--- src/design/lmcs_pkg.sv ---
// ----------------------------------------------------------------------------
// lmcs_pkg
// Shared types and constants for the led matrix chain serializer.
// ----------------------------------------------------------------------------
package lmcs_pkg;

  localparam int ReqW  = 3;
  localparam int IdxW  = 4;
  localparam int CntW  = 4;
  localparam int DataW = 7;
  localparam int RowW  = 4;
  localparam int CfgW  = 16;
  localparam int RgbW  = 3;

  localparam logic [CfgW-1:0]  CfgReset  = 16'h0A40;
  localparam logic [DataW-1:0] CfgOnWord = 7'h77;

  typedef enum logic [ReqW-1:0] {
    REQ_PIXEL    = 3'd0,
    REQ_CONFIG   = 3'd1,
    REQ_CONTROL  = 3'd2,
    REQ_FRAME    = 3'd3,
    REQ_LINE_END = 3'd4
  } req_e;

  localparam logic [RgbW-1:0] Palette [16][16] = '{
    '{3'd0,3'd0,3'd0,3'd0,3'd0,3'd0,3'd0,3'd0,3'd0,3'd0,3'd0,3'd0,3'd0,3'd0,3'd0,3'd0},
    '{3'd0,3'd0,3'd0,3'd0,3'd0,3'd0,3'd0,3'd0,3'd0,3'd0,3'd0,3'd0,3'd0,3'd0,3'd0,3'd0},
    '{3'd7,3'd7,3'd7,3'd7,3'd7,3'd7,3'd7,3'd7,3'd7,3'd7,3'd7,3'd7,3'd7,3'd7,3'd7,3'd7},
    '{3'd1,3'd0,3'd0,3'd1,3'd0,3'd0,3'd1,3'd1,3'd1,3'd1,3'd0,3'd1,3'd1,3'd0,3'd1,3'd1},
    '{3'd2,3'd0,3'd2,3'd2,3'd0,3'd2,3'd0,3'd2,3'd1,3'd7,3'd4,3'd6,3'd0,3'd7,3'd7,3'd6},
    '{3'd4,3'd4,3'd4,3'd4,3'd4,3'd4,3'd4,3'd4,3'd4,3'd4,3'd4,3'd4,3'd4,3'd4,3'd4,3'd4},
    '{3'd3,3'd3,3'd0,3'd3,3'd0,3'd3,3'd0,3'd0,3'd3,3'd0,3'd3,3'd0,3'd3,3'd3,3'd0,3'd0},
    '{3'd5,3'd5,3'd7,3'd7,3'd5,3'd5,3'd5,3'd5,3'd5,3'd5,3'd5,3'd7,3'd5,3'd7,3'd5,3'd5},
    '{3'd6,3'd0,3'd0,3'd6,3'd0,3'd0,3'd6,3'd6,3'd6,3'd6,3'd0,3'd6,3'd6,3'd0,3'd6,3'd6},
    '{3'd1,3'd3,3'd3,3'd7,3'd3,3'd5,3'd3,3'd5,3'd3,3'd1,3'd3,3'd7,3'd1,3'd3,3'd1,3'd1},
    '{3'd0,3'd4,3'd6,3'd6,3'd0,3'd1,3'd0,3'd4,3'd6,3'd7,3'd6,3'd6,3'd5,3'd1,3'd2,3'd1},
    '{3'd1,3'd7,3'd0,3'd6,3'd2,3'd2,3'd5,3'd0,3'd5,3'd2,3'd7,3'd7,3'd6,3'd2,3'd2,3'd4},
    '{3'd1,3'd3,3'd3,3'd7,3'd3,3'd5,3'd3,3'd5,3'd3,3'd1,3'd3,3'd7,3'd1,3'd3,3'd1,3'd1},
    '{3'd1,3'd1,3'd3,3'd1,3'd1,3'd3,3'd1,3'd1,3'd3,3'd3,3'd3,3'd1,3'd1,3'd3,3'd1,3'd3},
    '{3'd1,3'd7,3'd1,3'd1,3'd1,3'd7,3'd1,3'd7,3'd1,3'd1,3'd7,3'd7,3'd7,3'd7,3'd7,3'd7},
    '{3'd3,3'd1,3'd3,3'd1,3'd3,3'd3,3'd3,3'd3,3'd3,3'd3,3'd1,3'd1,3'd3,3'd1,3'd1,3'd3}
  };

  typedef struct packed {
    logic start;
    logic gen;
  } lmcs_cmd_t;

  typedef struct packed {
    logic has_results;
    logic gen_last;
  } lmcs_sts_t;

endpackage

--- src/design/lmcs_in_if.sv ---
// ----------------------------------------------------------------------------
// lmcs_in_if
// Request channel: one word per serializer request.
// ----------------------------------------------------------------------------
interface lmcs_in_if;
  import lmcs_pkg::*;

  logic              valid;
  logic              ready;
  logic [ReqW-1:0]   req_type;
  logic [IdxW-1:0]   upper_index;
  logic [IdxW-1:0]   lower_index;
  logic              last_slot;
  logic [CntW-1:0]   pulse_count;

  modport source (
    output valid, req_type, upper_index, lower_index, last_slot, pulse_count,
    input  ready
  );

  modport sink (
    input  valid, req_type, upper_index, lower_index, last_slot, pulse_count,
    output ready
  );

endinterface

--- src/design/lmcs_out_if.sv ---
// ----------------------------------------------------------------------------
// lmcs_out_if
// Result channel: one word per data clock pulse or row update.
// ----------------------------------------------------------------------------
interface lmcs_out_if;
  import lmcs_pkg::*;

  logic              valid;
  logic              ready;
  logic [DataW-1:0]  port_data;
  logic              latch_enable;
  logic              clock_pulse;
  logic [RowW-1:0]   row_address;
  logic              last_result;

  modport source (
    output valid, port_data, latch_enable, clock_pulse, row_address, last_result,
    input  ready
  );

  modport sink (
    input  valid, port_data, latch_enable, clock_pulse, row_address, last_result,
    output ready
  );

endinterface

--- src/design/lmcs_dp.sv ---
// ----------------------------------------------------------------------------
// lmcs_dp
// Datapath: request registers, word counter, scan state and output register.
// ----------------------------------------------------------------------------
module lmcs_dp #(
  parameter int SCAN_ROWS       = 11,
  parameter int BITS_PER_DRIVER = 16
) (
  input  logic                       clk_i,
  input  logic                       rst_ni,
  input  logic                       cfg_we_i,
  input  logic [lmcs_pkg::CfgW-1:0]  cfg_wdata_i,
  input  logic [lmcs_pkg::ReqW-1:0]  req_type_i,
  input  logic [lmcs_pkg::IdxW-1:0]  upper_index_i,
  input  logic [lmcs_pkg::IdxW-1:0]  lower_index_i,
  input  logic                       last_slot_i,
  input  logic [lmcs_pkg::CntW-1:0]  pulse_count_i,
  input  lmcs_pkg::lmcs_cmd_t        cmd_i,
  output lmcs_pkg::lmcs_sts_t        sts_o,
  output logic [lmcs_pkg::DataW-1:0] port_data_o,
  output logic                       latch_enable_o,
  output logic                       clock_pulse_o,
  output logic [lmcs_pkg::RowW-1:0]  row_address_o,
  output logic                       last_result_o
);
  import lmcs_pkg::*;

  localparam logic [RowW-1:0] RowLast  = RowW'(SCAN_ROWS - 1);
  localparam logic [CntW-1:0] WordLast = CntW'(BITS_PER_DRIVER - 1);
  localparam logic [CntW-1:0] LatchLo  = CntW'(BITS_PER_DRIVER - 4);
  localparam logic [CntW-1:0] CfgTop   = CntW'(CfgW - 1);

  logic [CfgW-1:0]  cfg_q;
  logic [RowW-1:0]  row_q, row_d;
  logic             vsync_q;
  logic [DataW-1:0] held_q, held_d;

  req_e             type_q;
  logic [IdxW-1:0]  up_q, lo_q;
  logic             last_q;
  logic             vs_hit_q;
  logic [CntW-1:0]  cnt_q, last_idx_q, last_idx_d;

  logic [DataW-1:0] data_q, data_d;
  logic             le_q, le_d;
  logic             clk_q, clk_d;
  logic [RowW-1:0]  row_out_q, row_out_d;
  logic             lres_q;

  req_e             req_in;
  logic             vs_hit_in;
  logic             has_res;
  logic [RowW-1:0]  row_adv;

  assign req_in    = req_e'(req_type_i);
  assign vs_hit_in = vsync_q && (row_q == RowLast);
  assign row_adv   = (row_q >= RowLast) ? '0 : row_q + RowW'(1);

  // result count of the incoming request, as a last index
  always_comb begin
    has_res    = 1'b0;
    last_idx_d = '0;
    case (req_in)
      REQ_PIXEL, REQ_CONFIG: begin
        has_res    = 1'b1;
        last_idx_d = WordLast;
      end
      REQ_CONTROL: begin
        has_res    = (pulse_count_i != '0);
        last_idx_d = pulse_count_i - CntW'(1);
      end
      REQ_LINE_END: begin
        has_res    = 1'b1;
        last_idx_d = vs_hit_in ? CntW'(2) : '0;
      end
      default: begin
        has_res    = 1'b0;
        last_idx_d = '0;
      end
    endcase
  end

  // next result word
  always_comb begin
    data_d    = held_q;
    le_d      = 1'b0;
    clk_d     = 1'b1;
    row_out_d = row_q;
    held_d    = held_q;
    row_d     = row_q;
    case (type_q)
      REQ_PIXEL: begin
        data_d = {Palette[up_q][cnt_q], 1'b0, Palette[lo_q][cnt_q]};
        le_d   = last_q && (cnt_q == WordLast);
        held_d = data_d;
      end
      REQ_CONFIG: begin
        data_d = cfg_q[CfgTop - cnt_q] ? CfgOnWord : '0;
        le_d   = last_q && (cnt_q >= LatchLo);
        held_d = data_d;
      end
      REQ_CONTROL: begin
        le_d = 1'b1;
      end
      REQ_LINE_END: begin
        if (vs_hit_q && (cnt_q < CntW'(2))) begin
          le_d = 1'b1;
        end else begin
          clk_d     = 1'b0;
          row_d     = row_adv;
          row_out_d = row_adv;
        end
      end
      default: begin
        clk_d = 1'b0;
      end
    endcase
  end

  always_ff @(posedge clk_i or negedge rst_ni) begin
    if (!rst_ni) begin
      cfg_q   <= CfgReset;
      row_q   <= '0;
      vsync_q <= 1'b0;
      held_q  <= '0;
    end else begin
      if (cfg_we_i) begin
        cfg_q <= cfg_wdata_i;
      end
      if (cmd_i.start) begin
        if (req_in == REQ_FRAME) begin
          vsync_q <= 1'b1;
        end else if (req_in == REQ_LINE_END && vs_hit_in) begin
          vsync_q <= 1'b0;
        end
      end
      if (cmd_i.gen) begin
        row_q  <= row_d;
        held_q <= held_d;
      end
    end
  end

  always_ff @(posedge clk_i) begin
    if (cmd_i.start) begin
      type_q     <= req_in;
      up_q       <= upper_index_i;
      lo_q       <= lower_index_i;
      last_q     <= last_slot_i;
      vs_hit_q   <= vs_hit_in;
      last_idx_q <= last_idx_d;
      cnt_q      <= '0;
    end else if (cmd_i.gen) begin
      cnt_q <= cnt_q + CntW'(1);
    end
    if (cmd_i.gen) begin
      data_q    <= data_d;
      le_q      <= le_d;
      clk_q     <= clk_d;
      row_out_q <= row_out_d;
      lres_q    <= (cnt_q == last_idx_q);
    end
  end

  assign sts_o.has_results = has_res;
  assign sts_o.gen_last    = (cnt_q == last_idx_q);

  assign port_data_o    = data_q;
  assign latch_enable_o = le_q;
  assign clock_pulse_o  = clk_q;
  assign row_address_o  = row_out_q;
  assign last_result_o  = lres_q;

endmodule

--- src/design/lmcs_ctrl.sv ---
// ----------------------------------------------------------------------------
// lmcs_ctrl
// Controller: request handshake, word sequencing and output valid.
// ----------------------------------------------------------------------------
module lmcs_ctrl (
  input  logic                clk_i,
  input  logic                rst_ni,
  input  logic                in_valid_i,
  output logic                in_ready_o,
  output logic                out_valid_o,
  input  logic                out_ready_i,
  input  lmcs_pkg::lmcs_sts_t sts_i,
  output lmcs_pkg::lmcs_cmd_t cmd_o
);
  import lmcs_pkg::*;

  typedef enum logic [1:0] {
    ST_IDLE = 2'b01,
    ST_RUN  = 2'b10
  } state_e;

  state_e state_q, state_d;
  logic   out_valid_q, out_valid_d;
  logic   start, gen;

  assign in_ready_o = (state_q == ST_IDLE);
  assign start      = in_valid_i && in_ready_o;
  assign gen        = (state_q == ST_RUN) && (!out_valid_q || out_ready_i);

  always_comb begin
    state_d = state_q;
    case (state_q)
      ST_IDLE: begin
        if (start && sts_i.has_results) begin
          state_d = ST_RUN;
        end
      end
      ST_RUN: begin
        if (gen && sts_i.gen_last) begin
          state_d = ST_IDLE;
        end
      end
      default: begin
        state_d = ST_IDLE;
      end
    endcase
  end

  always_comb begin
    if (gen) begin
      out_valid_d = 1'b1;
    end else if (out_ready_i) begin
      out_valid_d = 1'b0;
    end else begin
      out_valid_d = out_valid_q;
    end
  end

  always_ff @(posedge clk_i or negedge rst_ni) begin
    if (!rst_ni) begin
      state_q     <= ST_IDLE;
      out_valid_q <= 1'b0;
    end else begin
      state_q     <= state_d;
      out_valid_q <= out_valid_d;
    end
  end

  assign cmd_o.start = start;
  assign cmd_o.gen   = gen;
  assign out_valid_o = out_valid_q;

  a_onehot: assert property (@(posedge clk_i) disable iff (!rst_ni)
    $onehot(state_q))
    else $error("state not one-hot");

  a_last_done: assert property (@(posedge clk_i) disable iff (!rst_ni)
    gen && sts_i.gen_last |=> state_q == ST_IDLE && out_valid_q)
    else $error("last word did not end the request");

  a_no_result: assert property (@(posedge clk_i) disable iff (!rst_ni)
    start && !sts_i.has_results |=> state_q == ST_IDLE)
    else $error("request without words left idle");

  a_stall_hold: assert property (@(posedge clk_i) disable iff (!rst_ni)
    state_q == ST_RUN && out_valid_q && !out_ready_i |=> state_q == ST_RUN && out_valid_q)
    else $error("stalled word lost");

endmodule

--- src/design/led_matrix_chain_serializer.sv ---
// ----------------------------------------------------------------------------
// led_matrix_chain_serializer
// Serializes pixel, config, control and scan requests for a chain of led
// shift-register drivers, one clocked word per cycle unless stalled.
//
//   channel  dir  handshake        payload
//   in_i     in   valid / ready    req_type upper_index lower_index last_slot
//                                  pulse_count
//   out_o    out  valid / ready    port_data latch_enable clock_pulse
//                                  row_address last_result
//   cfg      in   cfg_we_i         cfg_wdata_i (config word)
//
// a request is taken while idle, then its words leave one per cycle while the
// output is not stalled, from the word counter: BITS_PER_DRIVER words for a
// pixel or config slot, pulse_count for a control command, 3 or 1 for a line
// end, none for a frame complete. reset gives idle, config word 0x0A40, row,
// vsync and held data zero. a stalled output word holds and the counter waits.
// ----------------------------------------------------------------------------
module led_matrix_chain_serializer #(
  parameter int SCAN_ROWS       = 11,
  parameter int BITS_PER_DRIVER = 16
) (
  input  logic                      clk_i,
  input  logic                      rst_ni,
  input  logic                      cfg_we_i,
  input  logic [lmcs_pkg::CfgW-1:0] cfg_wdata_i,
  lmcs_in_if.sink                   in_i,
  lmcs_out_if.source                out_o
);
  import lmcs_pkg::*;

  lmcs_cmd_t cmd;
  lmcs_sts_t sts;

  lmcs_ctrl u_ctrl (
    .clk_i       (clk_i),
    .rst_ni      (rst_ni),
    .in_valid_i  (in_i.valid),
    .in_ready_o  (in_i.ready),
    .out_valid_o (out_o.valid),
    .out_ready_i (out_o.ready),
    .sts_i       (sts),
    .cmd_o       (cmd)
  );

  lmcs_dp #(
    .SCAN_ROWS       (SCAN_ROWS),
    .BITS_PER_DRIVER (BITS_PER_DRIVER)
  ) u_dp (
    .clk_i          (clk_i),
    .rst_ni         (rst_ni),
    .cfg_we_i       (cfg_we_i),
    .cfg_wdata_i    (cfg_wdata_i),
    .req_type_i     (in_i.req_type),
    .upper_index_i  (in_i.upper_index),
    .lower_index_i  (in_i.lower_index),
    .last_slot_i    (in_i.last_slot),
    .pulse_count_i  (in_i.pulse_count),
    .cmd_i          (cmd),
    .sts_o          (sts),
    .port_data_o    (out_o.port_data),
    .latch_enable_o (out_o.latch_enable),
    .clock_pulse_o  (out_o.clock_pulse),
    .row_address_o  (out_o.row_address),
    .last_result_o  (out_o.last_result)
  );

endmodule

--- src/flat_wrapper.sv ---
// flat-port wrapper written by rule: the top's interface ports become plain ports
module led_matrix_chain_serializer_flat import lmcs_pkg::*;
#(
  parameter int SCAN_ROWS       = 11,
  parameter int BITS_PER_DRIVER = 16
)
  (clk_i, rst_ni, cfg_we_i, cfg_wdata_i, in_i_valid, in_i_req_type, in_i_upper_index, in_i_lower_index, in_i_last_slot, in_i_pulse_count, in_i_ready, out_o_valid, out_o_port_data, out_o_latch_enable, out_o_clock_pulse, out_o_row_address, out_o_last_result, out_o_ready);
  lmcs_in_if in_i_i ();
  lmcs_out_if out_o_i ();
  input  logic clk_i;
  input  logic rst_ni;
  input  logic cfg_we_i;
  input  logic [lmcs_pkg::CfgW-1:0] cfg_wdata_i;
  input wire logic [$bits(in_i_i.valid)-1:0] in_i_valid;
  input wire logic [$bits(in_i_i.req_type)-1:0] in_i_req_type;
  input wire logic [$bits(in_i_i.upper_index)-1:0] in_i_upper_index;
  input wire logic [$bits(in_i_i.lower_index)-1:0] in_i_lower_index;
  input wire logic [$bits(in_i_i.last_slot)-1:0] in_i_last_slot;
  input wire logic [$bits(in_i_i.pulse_count)-1:0] in_i_pulse_count;
  output wire logic [$bits(in_i_i.ready)-1:0] in_i_ready;
  output wire logic [$bits(out_o_i.valid)-1:0] out_o_valid;
  output wire logic [$bits(out_o_i.port_data)-1:0] out_o_port_data;
  output wire logic [$bits(out_o_i.latch_enable)-1:0] out_o_latch_enable;
  output wire logic [$bits(out_o_i.clock_pulse)-1:0] out_o_clock_pulse;
  output wire logic [$bits(out_o_i.row_address)-1:0] out_o_row_address;
  output wire logic [$bits(out_o_i.last_result)-1:0] out_o_last_result;
  input wire logic [$bits(out_o_i.ready)-1:0] out_o_ready;
  assign in_i_i.valid = in_i_valid;
  assign in_i_i.req_type = in_i_req_type;
  assign in_i_i.upper_index = in_i_upper_index;
  assign in_i_i.lower_index = in_i_lower_index;
  assign in_i_i.last_slot = in_i_last_slot;
  assign in_i_i.pulse_count = in_i_pulse_count;
  assign in_i_ready = in_i_i.ready;
  assign out_o_valid = out_o_i.valid;
  assign out_o_port_data = out_o_i.port_data;
  assign out_o_latch_enable = out_o_i.latch_enable;
  assign out_o_clock_pulse = out_o_i.clock_pulse;
  assign out_o_row_address = out_o_i.row_address;
  assign out_o_last_result = out_o_i.last_result;
  assign out_o_i.ready = out_o_ready;
  led_matrix_chain_serializer #(.SCAN_ROWS(SCAN_ROWS), .BITS_PER_DRIVER(BITS_PER_DRIVER)) u_core (.clk_i(clk_i), .rst_ni(rst_ni), .cfg_we_i(cfg_we_i), .cfg_wdata_i(cfg_wdata_i), .in_i(in_i_i), .out_o(out_o_i));
endmodule
--- config.mk ---
export PLATFORM = sky130hd
export DESIGN_NAME = led_matrix_chain_serializer_flat
export DESIGN_NICKNAME = d
export VERILOG_FILES = /design/src/design/lmcs_pkg.sv /design/src/design/lmcs_in_if.sv /design/src/design/lmcs_out_if.sv /design/src/design/lmcs_dp.sv /design/src/design/lmcs_ctrl.sv /design/src/design/led_matrix_chain_serializer.sv /design/src/flat_wrapper.sv
export SDC_FILE = /design/constraint.sdc
export NUM_CORES = 1
export LEC_CHECK = 0
export BUFFER_PORTS_ARGS = -buffer_cell sky130_fd_sc_hd__clkbuf_2
export CORE_MARGIN = 4
export CORE_UTILIZATION = 40
export CTS_CLUSTER_SIZE = 24
export DETAILED_ROUTE_END_ITERATION = 8
export SLEW_MARGIN = 10
export SYNTH_ARGS = -nofsm -noshare
export SYNTH_HDL_FRONTEND = slang
export SYNTH_SLANG_ARGS = --single-unit
export TNS_END_PERCENT = 10
--- constraint.sdc ---
create_clock -name clk_i -period 2.7 [get_ports clk_i]
set_clock_uncertainty 0.2 [all_clocks]
set_input_delay 0.27 -clock clk_i [delete_from_list [all_inputs] [get_ports clk_i]]
set_output_delay 0.27 -clock clk_i [all_outputs]
set_load 0.01 [all_outputs]
* Word level (Yosys, flattened, before mapping)
Memories as Yosys holds them, arrays and structs flattened.
Cells that the tools add are included.
** Cells by class
- Add/subtract/negate cells :: 4
- Order comparisons :: 7
- Eq/ne operators :: 14
- Muxes and demuxes :: 30
- Bitwise gates (word level) :: 3
- Reduce and logical (&&, ||, !) cells :: 21
** Operators with widths (count)
- $mux W48 :: 4
- $bmux W3 S4 :: 2
- $ge A5 B5 Y1 const B :: 3
- $not A4 Y5 :: 3
- $pmux W7 S2 :: 1
- $mux W3 :: 4
- $mux W4 :: 3
- $pmux W4 S3 :: 1
- $eq A3 B2 Y1 const B :: 3
- $logic_and A1 B1 Y1 :: 9
- $add A4 B1 Y4 const B :: 2
- $eq A4 B4 Y1 const B :: 2
- $ge A4 B4 Y1 const B :: 2
- $mux W7 :: 1
- $eq A3 B1 Y1 const B :: 2
- $eq A3 B3 Y1 const B :: 2
- $logic_not A3 Y1 :: 2
- $mux W1 :: 6
- $mux W2 :: 3
- $reduce_or A3 Y1 :: 2
- $lt A4 B5 Y1 const B :: 1
- $bmux W1 S4 :: 1
- $eq A4 B4 Y1 :: 1
- $lt A4 B2 Y1 const B :: 1
- other kinds (14) :: 18
** Storage, ports and cells
- Flip-flop bits (word level) :: 66
- ROM bits :: 1536
- Bits of input ports :: 37
- Output and inout port bits :: 16
- Word-level logic and storage cells :: 99
- Memories :: 2
** Memories
- (name not given) :: depth 16, bits a word 48, read ports 1, clocked after memory_dff 0, write ports 0, RTL line lmcs_dp.sv:93 : data_d = {Palette[up_q][cnt_q], 1'b0, Palette[lo_q][cnt_q]};
- (name not given) :: depth 16, bits a word 48, read ports 1, clocked after memory_dff 0, write ports 0, RTL line lmcs_dp.sv:93

* Depth between registers and ports, before layout
Gate-level depths: netlist (run 1).
- Word-level depth :: 8
- Depth in mapped cells :: 10

* Cells and area by module
From an unflattened synthesis (run 1), not the netlist that was laid out.
** Unflattened totals
- Cell total of the unflattened synthesis :: 602
- Area total of the unflattened synthesis :: 5454.0 um^2
** Modules (own cells, without submodules)
- lmcs_dp :: instances 1, cells an instance 588, area an instance 5293.8 um^2, sequential area each 1715.4 um^2
- lmcs_ctrl :: instances 1, cells an instance 14, area an instance 160.2 um^2, sequential area each 76.3 um^2

* Worst setup path after synthesis (run 1)
Ideal clock, no wire load.
- Path type :: register -> register
- From :: register u_core.u_dp.up_q[1]
- To :: register u_core.u_dp.data_q[6], in the netlist u_core.u_dp.port_data_o[6] (data pin)
- Library setup time :: 0.258 ns
- Data arrival time :: 2.168 ns
- Required time :: 2.242 ns
- Slack :: 0.074 ns
- Stages on the path, launching flop included :: 11
- Clock period less this slack :: 2.626 ns
- Path through :: edfxtp_1 > buf_2 > inv_1 > ha_1 > clkbuf_1 > o21ai_0 > a221oi_1 > a31oi_1 > a311o_1 > a31oi_1 > nand2_1
** On the way
- Word-level cells in the longest chain between the ends :: 8
** RTL lines
- from (decl) :: RTL line lmcs_dp.sv:39 : logic [IdxW-1:0] up_q, lo_q;
- from (signal assigned) :: RTL line lmcs_dp.sv:147 : up_q <= upper_index_i;
- $not A4 Y5 (not written as such) :: RTL line lmcs_dp.sv:93
- $mem_v2 Z16 W48
- $mux W48 (not written as such) (2 in series) :: RTL line lmcs_dp.sv:93
- $bmux W3 S4 :: RTL line lmcs_dp.sv:93
- $mux W3 (not written as such) (2 in series) :: RTL line lmcs_dp.sv:93
- $pmux W7 S2
- via u_core.u_dp.data_d[6] :: RTL line lmcs_dp.sv:44 : logic [DataW-1:0] data_q, data_d;
- to (signal assigned) :: RTL line lmcs_dp.sv:157 : data_q <= data_d;
- to (decl) :: RTL line lmcs_dp.sv:44
The timed path passes the listed nets, and every way through them passes these cells. The select of a mux whose other input is x is not followed.
A chain may end at the register's enable or synchronous reset.

* Final worst setup path (run 1)
- From :: register u_core.u_dp.lo_q[0]
- To :: register u_core.u_dp.data_q[0], in the netlist u_core.u_dp.port_data_o[0] (data pin)
** On the way
- Word-level cells in the longest chain between the ends :: 8
** RTL lines
- from (decl) :: RTL line lmcs_dp.sv:39
- from (signal assigned) :: RTL line lmcs_dp.sv:148 : lo_q <= lower_index_i;
- $not A4 Y5 (not written as such) :: RTL line lmcs_dp.sv:93
- $mem_v2 Z16 W48
- $mux W48 (not written as such) (2 in series) :: RTL line lmcs_dp.sv:93
- $bmux W3 S4 :: RTL line lmcs_dp.sv:93
- $mux W3 (not written as such) (2 in series) :: RTL line lmcs_dp.sv:93
- $pmux W7 S2
- via u_core.u_dp.data_d[0] :: RTL line lmcs_dp.sv:44
The timed path passes the listed nets, and every way through them passes these cells. The select of a mux whose other input is x is not followed.

==> flow_summary.yaml, run 1 <==
clock_tree:
  clk_pin_slew_ns: 0.06
  root_buffer: "clkbuf_16"
  cts_buffers: 9
  cts_sinks: 66
  clk_latency_ns: 0.33
  htree_levels: 3
  tritoncts: "done"
  clockBufferDepth: 2
setup_path:
  end_kind: "flop"
  crit_path_top_delay_cell: "edfxtp_1"
  path_cells: "inv_1, ha_1, nor2b_1, buf_4, o311ai_1, o31ai_1, o21ai_1, a41oi_2, a21bo_2"
  required_ns: 2.58
  cp_top_family: "compound AO/OA/AOI/OAI gates"
  cp-start-kind: "flop"
  critical_path_class: "flop to flop"
  arrival_ns: 2.48
  crit_buf_inv: 2
  crit_fanout: 8
  max_stage_delay_ns: 0.39
timing:
  tns_ns: 0
  rsz0062_at_grt: "true"
  timing.final.crit_share_pct: 96.2
  drv_slew: 0
  slew-limit-headroom_pct: 47.9
  setup_ws_ns: 0.104
  finalSetupViolCount: 0
  hold_viol: 0
  fin_hold_ws_ns: 0.0276
  fmax_mhz: 385
  tightestPinTransition_ns: 0.781
  min_period_ns: 2.60
floorplanning:
  die-height_microns: 125
  core-area_sq_mm: 0.0133
  initial_core_util_pct: 41.3
  ios: 53
  dieArea_sq_mm: 0.0157
  rows: 42
  die_w_microns: 125
finish:
  multi_input_area_sq_mm: 0.00331
  nNetsFinal: 756
  areaGrowthSynthToFinish_pct: 20.5
  diodes: 0
  regArea_sq_mm: 0.00179
  drive_gt1_share_pct: 24.5
  fill_cells: 1278
routing:
  viasPerCell: 5.84
  drtPass1Iterations: 5
  finalWirelength_mm: 16.7
  dr.first_iter.drc_count: 532
  wl_per_cell_microns: 19.1
  vias: 5118
  ant_nets: 0
  drc: 0
synth:
  syn_area_sq_mm: 0.00551
  synthTopCellsByArea: "edfxtp_1 (17%), dfrtp_1 (12%), ha_1 (5.2%)"
  synth_cell_types: 87
  synth_common_cells: "nand2_1 (63), nor2_1 (37), o21ai_0 (34)"
  synth_area_per_cell_sq_um: 8.98
  syn-num-nets: 674
  yosysTopAreaCell: "edfxtp_1"
  yosysMostFrequentCell: "nand2_1"
  syn-instance-count: 614
  synth-seq-area-share_pct: 32.5
  ys_ff_latch: 66
  synth-edff-count: 31
  netlist.area_leader.share_pct: 16.9
  async_flop_share_pct: 47.0
  synth_ff_type: "edfxtp_1"
  yosysWarnings: 0
pwr:
  p_per_area_mw_per_mm2: 548
  power.leakage_uw: 0.00268
  irDropWorstVdd_mv: 0.512
  totalPowerFinal_uw: 3640
grt:
  grt_antenna_before_repair: 0
  track_usage_pct: 20.9
  overflow: 0
  grt_max_degree: 48
  grt_pass1_wl_mm: 26.7
  grt_pass1_vias: 4973
place:
  hpwl_mm: 12.2
  dp_slack_ns: 0.0533
  gp_congestion: 1.01
  portBuffers: 52
run_status:
  status: "completed"
job:
  drv_cap: 0
hold_path:
  min_path_type: "primary input to flop"
-- repair_timing --
item	in CTS	in global routing
hold endpoints to repair	52	0
hold buffers	26	0
setup buffers	0	0
resized for setup	0	6
setup endpoints to repair	0	9
-- path summary, 6_finish.rpt --
kind / end / slack (ns) / startpoint / cells after the start
worst min register to register: u_core.u_dp.held_q[3]$_DFFE_PN0P_ / 0.27 / u_core.u_dp.held_q[3]$_DFFE_PN0P_ / 1
worst max register to register: u_core.u_dp.port_data_o[0]$_DFFE_PP_ / 0.10 / u_core.u_dp.lo_q[0]$_DFFE_PP_ / 9
min in group asynchronous: u_core.u_ctrl.out_valid_o$_DFFE_PN0P_ / 0.34 / rst_ni / 2
max in group asynchronous: u_core.u_dp.cfg_q[4]$_DFFE_PN0P_ / 1.46 / rst_ni / 2
worst max-delay path: u_core.u_dp.port_data_o[0]$_DFFE_PP_ / 0.10 / u_core.u_dp.lo_q[0]$_DFFE_PP_ / 9
worst min-delay path: u_core.u_ctrl.out_valid_o$_DFFE_PN0P_ / 0.03 / out_o_ready / 3
-- final cells by class --
type	count	area share, %
multi-input cells	471	49.7
flip-flops and latches	66	27.0
repair buffers	128	14.4
clock buffers	9	3.39
well taps	176	3.31
inverters	20	1.13
clock inverters	7	1.02
-- worst min-delay path, cell delays in order --
cell,delay [ns]
clkbuf_2,0.07
nand2b_1,0.12
nand2_1,0.06
-- cell families (layout without fill, tap and decap cells) --
logic type / after synthesis / after routing / share of synthesized area (%)
mux: 42 / 42 / 8.65
xor+xnor: 10 / 10 / 1.72
fa+ha+maj: 23 / 23 / 5.22
flops: 66 / 66 / 32.5
buf+inv: 77 / 164 / 8.03
compound gates: 186 / 186 / 24.3
simple gates: 210 / 210 / 19.6
-- flip-flops by register name, indices dropped and copies added, names as in the netlist --
| name | count |
|---|---|
| u_core.u_dp.vs_hit_q | 1 |
| u_core.u_dp.type_q | 3 |
| u_core.u_dp.latch_enable_o | 1 |
| u_core.u_dp.up_q | 4 |
| u_core.u_dp.cfg_q | 16 |
| u_core.u_dp.held_q | 7 |
| u_core.u_ctrl.out_valid_o | 1 |
| u_core.u_dp.vsync_q | 1 |
| u_core.u_dp.last_idx_q | 4 |
| u_core.u_dp.lo_q | 4 |
| u_core.u_dp.row_q | 4 |
| u_core.u_ctrl.state_q | 2 |
| u_core.u_dp.last_result_o | 1 |
| u_core.u_dp.clock_pulse_o | 1 |
| u_core.u_dp.row_address_o | 4 |
| u_core.u_dp.port_data_o | 7 |
| u_core.u_dp.cnt_q | 4 |
| u_core.u_dp.last_q | 1 |
-- stage by stage --
| stage | cells | instance area, sq um | utilization (%) |
|---|---|---|---|
| 2_1_floorplan | 614 | 5510 | - |
| 3_3_place_gp | 835 | 6060 | 45.4 |
| 3_5_place_dp | 835 | 6060 | 45.4 |
| 4_1_cts | 877 | 6620 | 49.6 |
| 5_1_grt | 877 | 6650 | 49.8 |
| 6_report | 877 | 6650 | 49.8 |
-- placed cells by master (no fill, tap or decap), types with 17 or more instances in the layout --
master,count
dfrtp_1,27
o21ai_0,34
inv_1,17
nand2_1,63
nor2_1,37
dlygate4sd3_1,26
buf_4,45
nor2b_1,23
nand2b_1,22
ha_1,21
a21oi_1,30
clkbuf_2,52
edfxtp_1,31
mux2_2,25
-- routing by layer --
metal / GRT usage [%] / share of wire, % / vias up / wire (microns)
met5: 0 / 0 / - / 0
met4: 7.72 / 2.2 / 0 / 367
met3: 4.31 / 6.4 / 32 / 1080
met2: 33.4 / 47 / 213 / 7870
met1: 28.2 / 44 / 2432 / 7410
li1: - / - / 2441 / -
-- power by group --
part           internal [uW]  switching (uW)  leakage, uW  total [uW]
Combinational            531             679      0.00183        1210
Sequential              1200            83.2     0.000701        1280
Clock                    712             433     0.000149        1140
(Power assumes the default switching activity.)
==> run 2, diff against run 1 <==
--- a/config.mk
+++ b/config.mk
@@ -10,6 +10,7 @@
 export CORE_UTILIZATION = 40
 export CTS_CLUSTER_SIZE = 24
 export DETAILED_ROUTE_END_ITERATION = 8
+export MAX_ROUTING_LAYER = met4
 export SLEW_MARGIN = 10
 export SYNTH_ARGS = -nofsm -noshare
 export SYNTH_HDL_FRONTEND = slang
==> run 2 against run 1 <==
  * Critical path type unchanged
  * Sequential share of layout area rose by 0.41 points
  * Core utilization shrank 0.74 points
  * Clock power is 9.6% lower
  * Sequential cell count unchanged
  * Critical endpoint is now u_core.u_dp.port_data_o[5]$_DFFE_PP_
  * Combinational power barely moved
  * Via count up 0.70%
  * Global-route usage barely moved
  * Worst setup slack better by 0.038 ns
  * Cell area decreased by 1.5%
  * Power fell by 3.5%
==> flow_summary.yaml, run 2 (synthesized netlist as in run 1, its figures left out) <==
run_status:
  status: "completed"
clock_tree:
  cts_buffers: 9
  clk_pin_slew_ns: 0.05
  tritoncts: "done"
  clockBufferDepth: 2
  root_buffer: "clkbuf_16"
  clk_latency_ns: 0.32
  htree_levels: 3
  cts_sinks: 66
  post_cts_buffers: 0
routing:
  wl_met3_microns: 997
  drtPass1Iterations: 5
  dr.first_iter.drc_count: 610
  vias: 5154
  highest-signal-layer: "met4"
  drc: 0
  finalWirelength_mm: 16.1
  dr_wl_met2_mm: 7.64
  wl_met1_mm: 6.85
  ant_nets: 0
  viasPerCell: 5.95
  wl_per_cell_microns: 18.6
setup_path:
  end_kind: "flop"
  arrival_ns: 2.43
  required_ns: 2.57
  crit_path_top_delay_cell: "edfxtp_1"
  path_cells: "buf_4, ha_1, and3_4, a2111oi_4, nor3_1, nor4_1, a31o_1, nand2_1"
  crit_fanout: 13
  cp-start-kind: "flop"
  critical_path_class: "flop to flop"
  max_stage_delay_ns: 0.41
timing:
  hold_viol: 0
  tns_ns: 0
  rsz0062_at_grt: "false"
  min_period_ns: 2.56
  fin_hold_ws_ns: 0.0451
  drv_slew: 0
  slew-limit-headroom_pct: 46.9
  timing.final.crit_share_pct: 94.8
  finalSetupViolCount: 0
  tightestPinTransition_ns: 0.797
  fmax_mhz: 391
pwr:
  totalPowerFinal_uw: 3510
  power.leakage_uw: 0.00260
  irDropWorstVdd_mv: 0.478
  p_per_area_mw_per_mm2: 536
finish:
  final_common_cell: "nand2_1"
  regArea_sq_mm: 0.00179
  nNetsFinal: 745
  design_area_sq_mm: 0.00655
  drive_gt1_share_pct: 22.8
  multi_input_area_sq_mm: 0.00329
  fill_cells: 1259
  top_register: "u_core.u_dp.cfg_q"
  layout_common_cells: "nand2_1 (63), clkbuf_2 (52), nor2_1 (37), o21ai_0 (34), buf_4 (32)"
  post-route-util_pct: 49.0
  diodes: 0
  largest_reg_flops: 16
  areaGrowthSynthToFinish_pct: 18.7
place:
  placed_area_sq_mm: 0.00601
  portBuffers: 52
  gp_congestion: 0.986
  hpwl_mm: 11.6
job:
  drv_cap: 0
floorplanning:
  initial_core_util_pct: 41.3
  die-height_microns: 125
  die_w_microns: 125
  rows: 42
  dieArea_sq_mm: 0.0157
  ios: 53
  core-area_sq_mm: 0.0133
grt:
  grt_pass1_wl_mm: 26.5
  grt_antenna_before_repair: 0
  grt_pass1_vias: 5117
  track_usage_pct: 21.0
  overflow: 0
  grt_max_degree: 53
hold_path:
  min_path_type: "primary input to flop"
-- run 2: metal layers --
| layer | global-route usage (%) | vias to the layer above |
|---|---|---|
| met1 | 26.9 | 2465 |
| met2 | 33.0 | 226 |
| met5 | - | - |
| met4 | 9.18 | 0 |
| li1 | - | 2413 |
| met3 | 3.28 | 50 |
-- run 2: timing repair --
item,in CTS,in global routing
setup endpoints to repair,0,9
hold endpoints to repair,52,0
gates resized for setup,0,5
hold buffers,26,0
-- run 2: worst max-delay path, delay by kind of cell, from the launching register on --
kind / cells / cell delay (ns)
simple gates: 4 / 0.71
fa+ha+maj: 1 / 0.24
compound gates: 2 / 0.54
buf+inv: 1 / 0.21
flops: 1 / 0.41
-- run 2: per-stage QoR --
| stage | setup slack [ns] | cells |
|---|---|---|
| 6_report | 0.142 | 866 |
| 5_1_grt | 0.0124 | 866 |
| 4_1_cts | 0.0980 | 866 |
| 3_5_place_dp | 0.103 | 824 |
| 3_3_place_gp | 0.143 | 824 |
| 2_1_floorplan | 0.0742 | 614 |
-- run 2: power breakdown --
group          total [uW]  internal, uW  switching (uW)  leakage, uW
sequential           1290          1200            84.2     0.000701
combinational        1190           524             668      0.00178
clock                1030           618             417     0.000127
total                3510          2340            1170      0.00260
-- run 2: final cells by class --
class                      count  share of cell area [%]
timing repair buffer         117                    13.8
sequential                    66                    27.4
multi-input combinational    471                    50.3
clock buffer                  11                    3.56
inverter                      20                    1.15
tap                          176                    3.36
clock inverter                 5                   0.459
-- run 2: worst paths after layout --
path | slack (ns) | depth (start not counted) | endpoint | start
min reg2reg | 0.29 | 1 | u_core.u_dp.held_q[3]$_DFFE_PN0P_ | u_core.u_dp.held_q[3]$_DFFE_PN0P_
max in group asynchronous | 1.44 | 2 | u_core.u_dp.cfg_q[3]$_DFFE_PN0P_ | rst_ni
max reg2reg | 0.14 | 8 | u_core.u_dp.port_data_o[5]$_DFFE_PP_ | u_core.u_dp.up_q[1]$_DFFE_PP_
min | 0.05 | 3 | u_core.u_ctrl.out_valid_o$_DFFE_PN0P_ | out_o_ready
min in group asynchronous | 0.36 | 2 | u_core.u_dp.row_q[3]$_DFFE_PN0P_ | rst_ni
max | 0.14 | 8 | u_core.u_dp.port_data_o[5]$_DFFE_PP_ | u_core.u_dp.up_q[1]$_DFFE_PP_
